`src/rtl/core/nnis_pkg.sv`:
```
package nnis_pkg;

  localparam int MaxWidth  = 256;
  localparam int MaxHeight = 256;
  localparam int PixelBits = 24;
  localparam int SizeBits  = 9;
  localparam int CoordBits = 8;
  localparam int FracBits  = 16;
  localparam int AccBits   = 24;
  localparam int StoreDepth = MaxWidth * MaxHeight;
  localparam int AddrBits  = $clog2(StoreDepth);
  localparam int DivBits   = SizeBits + FracBits;
  localparam int DivCntBits = $clog2(DivBits);
  localparam int CfgIdxBits = 2;

  localparam logic [CfgIdxBits-1:0] CfgSrcWidth  = 2'd0;
  localparam logic [CfgIdxBits-1:0] CfgSrcHeight = 2'd1;
  localparam logic [CfgIdxBits-1:0] CfgDstWidth  = 2'd2;
  localparam logic [CfgIdxBits-1:0] CfgDstHeight = 2'd3;

  localparam logic [SizeBits-1:0] MaxWidthSz  = SizeBits'(MaxWidth);
  localparam logic [SizeBits-1:0] MaxHeightSz = SizeBits'(MaxHeight);

  typedef struct packed {
    logic                 fetch;
    logic [PixelBits-1:0] pixel;
  } item_t;

  typedef enum logic [3:0] {
    StIdle = 4'b0001,
    StDiv  = 4'b0010,
    StRead = 4'b0100,
    StOut  = 4'b1000
  } state_e;

  function automatic logic [SizeBits-1:0] clamp_size(input logic [SizeBits-1:0] v,
                                                     input logic [SizeBits-1:0] maxv);
    logic [SizeBits-1:0] r;
    if (v == '0) begin
      r = SizeBits'(1);
    end else if (v > maxv) begin
      r = maxv;
    end else begin
      r = v;
    end
    return r;
  endfunction

endpackage

```
`src/rtl/core/nnis_front.sv`:
```
module nnis_front
  import nnis_pkg::*;
(
  input  logic                 clk_i,
  input  logic                 rst_ni,
  input  logic                 s_axis_tvalid_i,
  output logic                 s_axis_tready_o,
  input  logic [PixelBits-1:0] s_axis_tdata_i,
  input  logic                 s_axis_tuser_i,
  output logic                 head_valid_o,
  output item_t                head_o,
  input  logic                 pop_i
);

  item_t      buf_q [2];
  logic       wptr_q, wptr_d;
  logic       rptr_q, rptr_d;
  logic [1:0] count_q, count_d;
  logic       push;

  assign s_axis_tready_o = count_q != 2'd2;
  assign push            = s_axis_tvalid_i && s_axis_tready_o;
  assign head_valid_o    = count_q != 2'd0;
  assign head_o          = buf_q[rptr_q];

  always_comb begin
    wptr_d  = push ? ~wptr_q : wptr_q;
    rptr_d  = pop_i ? ~rptr_q : rptr_q;
    count_d = count_q + {1'b0, push} - {1'b0, pop_i};
  end

  always_ff @(posedge clk_i or negedge rst_ni) begin
    if (!rst_ni) begin
      wptr_q  <= 1'b0;
      rptr_q  <= 1'b0;
      count_q <= 2'd0;
    end else begin
      wptr_q  <= wptr_d;
      rptr_q  <= rptr_d;
      count_q <= count_d;
    end
  end

  always_ff @(posedge clk_i) begin
    if (push) begin
      buf_q[wptr_q] <= '{fetch: s_axis_tuser_i, pixel: s_axis_tdata_i};
    end
  end

endmodule

```
`config.mk`:
```
export PLATFORM = sky130hd
export DESIGN_NAME = nnis_front
export DESIGN_NICKNAME = d
export VERILOG_FILES = /design/src/rtl/core/nnis_pkg.sv /design/src/rtl/core/nnis_front.sv
export SDC_FILE = /design/constraint.sdc
export NUM_CORES = 1
export LEC_CHECK = 0
export ABC_AREA = 0
export BUFFER_PORTS_ARGS = -buffer_cell sky130_fd_sc_hd__buf_2
export CELL_PAD_IN_SITES_DETAIL_PLACEMENT = 2
export CELL_PAD_IN_SITES_GLOBAL_PLACEMENT = 2
export CORE_ASPECT_RATIO = 1.2
export CORE_MARGIN = 1
export CORE_UTILIZATION = 39
export CTS_BUF_LIST = sky130_fd_sc_hd__clkbuf_8
export CTS_CLUSTER_DIAMETER = 50
export DETAILED_ROUTE_END_ITERATION = 8
export PLACE_DENSITY_LB_ADDON = 0.1
export SKIP_LAST_GASP = 1
export SLEW_MARGIN = 20
export SYNTH_ARGS = -nofsm -noshare
export SYNTH_HDL_FRONTEND = slang
export SYNTH_SLANG_ARGS = --single-unit
```
`constraint.sdc`:
```
create_clock -name clk_i -period 2.75 [get_ports clk_i]
set_input_delay 0.55 -clock clk_i [delete_from_list [all_inputs] [get_ports clk_i]]
set_output_delay 0.55 -clock clk_i [all_outputs]
set_load 0.01 [all_outputs]
```
**Word-level counts from Yosys, hierarchy flattened**

Memory sizes are Yosys's and may differ from the RTL's.
Index checks and enable logic that the tools add are counted.

- Add/sub/neg operators: 2
- Bitwise gates (word level): 2
- Equality and inequality tests: 1
- Muxes and demuxes: 2
- Reduce and logical (&&, ||, !) cells: 2

Operators with widths:

| operator | number |
|---|---|
| $add 2x1->2 | 1 |
| $mux 1 | 2 |
| $ne 2x2->1 const B | 1 |
| $not 1->1 | 2 |
| $reduce_bool 2->1 | 1 |
| $sub 2x1->2 | 1 |
| $logic_and 1x1->1 | 1 |

- Register bits: 4
- Logic and storage cells: 13
- Memories kept: 1
- Bits in writable memories: 50
- Bits of input ports: 29
- Output and inout port bits: 27

Memories:

| name | words | bits a word | rd ports | clocked after memory_dff | write ports | line | source |
|---|---|---|---|---|---|---|---|
| buf_q | 2 | 25 | 1 | 0 | 1 | nnis_front.sv:15 | `item_t buf_q [2];` |

**Logic depth before layout (Yosys ltp)**

- Depth after elaboration: 4
- Gate-level depth with buffers: 5
- Depth with buffers taken out: 5

**Worst setup path after synthesis**

OpenSTA, ideal clock, no wires.

- Kind: register -> register
- From: register count_q[1]
- To: memory buf_q[0][0] in the netlist's numbering (enable)
- Arrival time: 1.767 ns
- Buffers on the path: 0
- Clock period less this slack: 2.173 ns
- Slack: 0.577 ns
- Required time: 2.343 ns
- Cell stages (with the launch flop): 4
- Setup time: 0.407 ns
- Cells stage by stage: dfrtp_1 nand2b_1 nand2_1 nor2_1

- Longest elaborated chain between the ends: 4

RTL lines:

| what | line | source |
|---|---|---|
| start: declaration | nnis_front.sv:18 | `logic [1:0] count_q, count_d;` |
| start signal: assignment | nnis_front.sv:40 | `count_q <= count_d;` |
| $ne 2x2->1 | nnis_front.sv:21 | `assign s_axis_tready_o = count_q != 2'd2;` |
| named net s_axis_tready_o | nnis_front.sv:7 | `output logic s_axis_tready_o,` |
| $logic_and 1x1->1 | nnis_front.sv:22 | `assign push = s_axis_tvalid_i && s_axis_tready_o;` |
| $mux 1 | nnis_front.sv:45 | `if (push) begin` |
| $mux 1 (not written as such) | nnis_front.sv:46 | `buf_q[wptr_q] <= '{fetch: s_axis_tuser_i, pixel: s_axis_tdata_i};` |
| end: declaration | nnis_front.sv:15 |  |

The timed path passes the listed nets, and every way through them passes these cells.

==> run metrics <==
status=completed; DR DRC count=0; initial antenna violation count=0; Port-buffer cells=55; drt pass-1 iters=2; core area=approximately 5000 sq um; row count=28; Final Hold Vio Count=0; total die area=roughly 5700 sq um; gr usage total=0.143; Max Slew Vio Count=0; Mapped Nets=approximately 130; clock buffer count from CTS=5; P_leak=~0.0010 uW; critical path class=reg2out; Final Setup Violations=0; post-CTS setup buffer count=0; Chip Height=approximately 82 um; Max Cap Viol=0; CTS tree=built; Mapped Area=between 2000 and 2500 sq um; Seq/Total Area, Yosys=0.765; P per Cell Area=around 1000 nW/um^2; Overflow after GRT=0; antenna fix cells=0; Gate power share=0.336; vias in the first global route=approximately 1100; Crit-path slowest cell=dfrtp_1; CTS sink cnt=54; Max-slew headroom=0.695; number of H-tree levels=2; Fmax=436 MHz; drt wl/cell=roughly 17 um; total wire length=3.71 mm; via-per-instance ratio=approximately 4.8; critical path peak fanout=10; internal power=approximately 1900 uW; fin crit period=2.29 ns; Yosys reg bits=between 50 and 60; IR drop worst, VDD=0.481 mV; routed vias=between 1000 and 1500; DRT iter0 DRCs=31; Pwr Total=2620 uW; Critical Path Max Stage Delay=around 0.63 ns; clk_skew=roughly 0.0053 ns; clk_lat worst skew=~0.31 ns; largest net degree at the start of global routing=17; setup TNS=0 ns; worst reg2reg endpoint=buf_q[0][19]$_DFFE_PP_; cts hold-fix bufs=0; deepest clock path buffer count=2; synthesized instance count=95; Worst Path Arrival=roughly 1.7 ns; Clock power frac=0.198; setup repair after global routing missed its margin=false; Final ANT Viol Nets=0; worst-margin pin slew=roughly 0.46 ns; worst flop-to-flop path startpoint=count_q[1]$_DFF_PN0_; worst hold-check path type=in2async; Syn Area/Cell=22.0 sq um; global-route wire length before repair=~5.5 mm; Final #Nets=190; Reg2Reg Setup Slack=between 1 and 1.5 ns; Startpoint Class=register; crit path capture type=output port; Data required, critical path=2.20 ns; fillcell total=474; period utilization=0.834; Syn-to-layout area delta=22.7%; Starting Density=0.415; Ys Warns=0; CP Cell Sequence=buf_4 -> mux2_1 -> buf_2; share of cells above drive strength 1=0.565; routability-driven placement congestion ratio=around 0.67; Switch Pwr=between 700 and 800 uW; post-CTS sizing=0; Die W=68.9 um; switching share of power=0.293; R2R cell count=4; Clock Root Buffer=clkbuf_8; IO Count=56; count of cell types in the netlist=16; clk slew on worst S/H paths=~0.09 ns; Seq pwr share=0.467; Detailed Place HPWL=between 2 and 3 mm
power groups by stage:
stage	sequential [uW]	combinational (uW)	clock, uW
3_5_place_dp	1250	899	0
2_1_floorplan	1190	633	0
5_1_grt	1250	956	565
6_report	1220	878	517
3_3_place_gp	1230	872	0
4_1_cts	1230	904	541
state kept, by name, indices dropped and copies added, names as in the netlist:
register	count
wptr_q	1
buf_q	50
rptr_q	1
count_q	2
layer usage:
metal,track usage,share of wire,vias up
li1,-,-,495
met1,0.165,0.41,518
met2,0.238,0.53,33
met3,0.0467,0.050,5
met4,0.0673,0.017,0
met5,0,0,-
Yosys cell counts:
master / count / area share
mux2_4: 19 / 0.14
xnor2_1: 3 / 0.013
a21oi_2: 1 / 0.0042
nand2_1: 1 / 0.0018
edfxtp_1: 50 / 0.72
ha_1: 1 / 0.0060
nand2b_1: 1 / 0.0030
or2_2: 1 / 0.0030
a21bo_1: 1 / 0.0048
xor2_1: 1 / 0.0042
dfrtp_1: 4 / 0.048
nor3b_2: 1 / 0.0060
nor2_1: 1 / 0.0018
and3_1: 1 / 0.0030
buf_6: 3 / 0.016
mux2_1: 6 / 0.032
worst max-delay path by stage:
stage	start	cells after the start	end	slack (ns)
final	rptr_q$_DFFE_PN0P_	3	head_o[0]	0.46
after global placement	rptr_q$_DFFE_PN0P_	3	head_o[16]	0.83
after CTS	rptr_q$_DFFE_PN0P_	3	head_o[0]	0.40
after detailed placement	rptr_q$_DFFE_PN0P_	3	head_o[0]	0.76
after floorplan	count_q[1]$_DFF_PN0_	3	buf_q[0][0]$_DFFE_PP_	0.58
after global routing	rptr_q$_DFFE_PN0P_	3	head_o[0]	0.33
worst max-delay path: cells and delay by family, from the launching register on:
family / cells / cell delay [ns]
buffers and inverters: 2 / 0.45
flip-flops: 1 / 0.63
multiplexers: 1 / 0.35
cells in the final DEF, fill, tap and decap left out, types with 3 or more instances in the layout:
cell / count
buf_2: 55
buf_4: 6
dfrtp_1: 4
mux2_1: 6
xnor2_1: 3
clkbuf_8: 5
edfxtp_1: 50
mux2_4: 19
logic make-up after synthesis:
kind of cell,after synthesis,synth area share
XOR/XNOR,4,0.0167
flip-flops,54,0.765
buffers and inverters,3,0.0161
AND/OR/NAND/NOR,6,0.0185
AO/OA/AOI/OAI,2,0.00897
adder cells (fa/ha/maj),1,0.00598
multiplexers,25,0.169
per-stage QoR:
| stage | setup WS [ns] | hold WS, ns | std cells | util | area (sq um) |
|---|---|---|---|---|---|
| 6_report | 0.456 | 0.0369 | 221 | 0.509 | 2570 |
| 5_1_grt | 0.334 | 0.0240 | 221 | 0.509 | 2570 |
| 4_1_cts | 0.396 | 0.0246 | 221 | 0.509 | 2570 |
| 3_5_place_dp | 0.758 | 0.368 | 213 | 0.487 | 2460 |
| 3_3_place_gp | 0.831 | 0.361 | 213 | 0.487 | 2460 |
| 2_1_floorplan | 0.577 | 0.254 | 95 | - | 2090 |
area by class of cell:
class                           instances  area [sq um]  share of cell area
Clock buffer                            5          68.8              0.0268
Clock inverter                          3          41.3              0.0161
Multi-Input combinational cell         38           460               0.179
Sequential cell                        54          1600               0.624
Tap cell                               60          75.1              0.0292
Timing Repair Buffer                   61           320               0.125
Power figures use the tool's default switching activity.
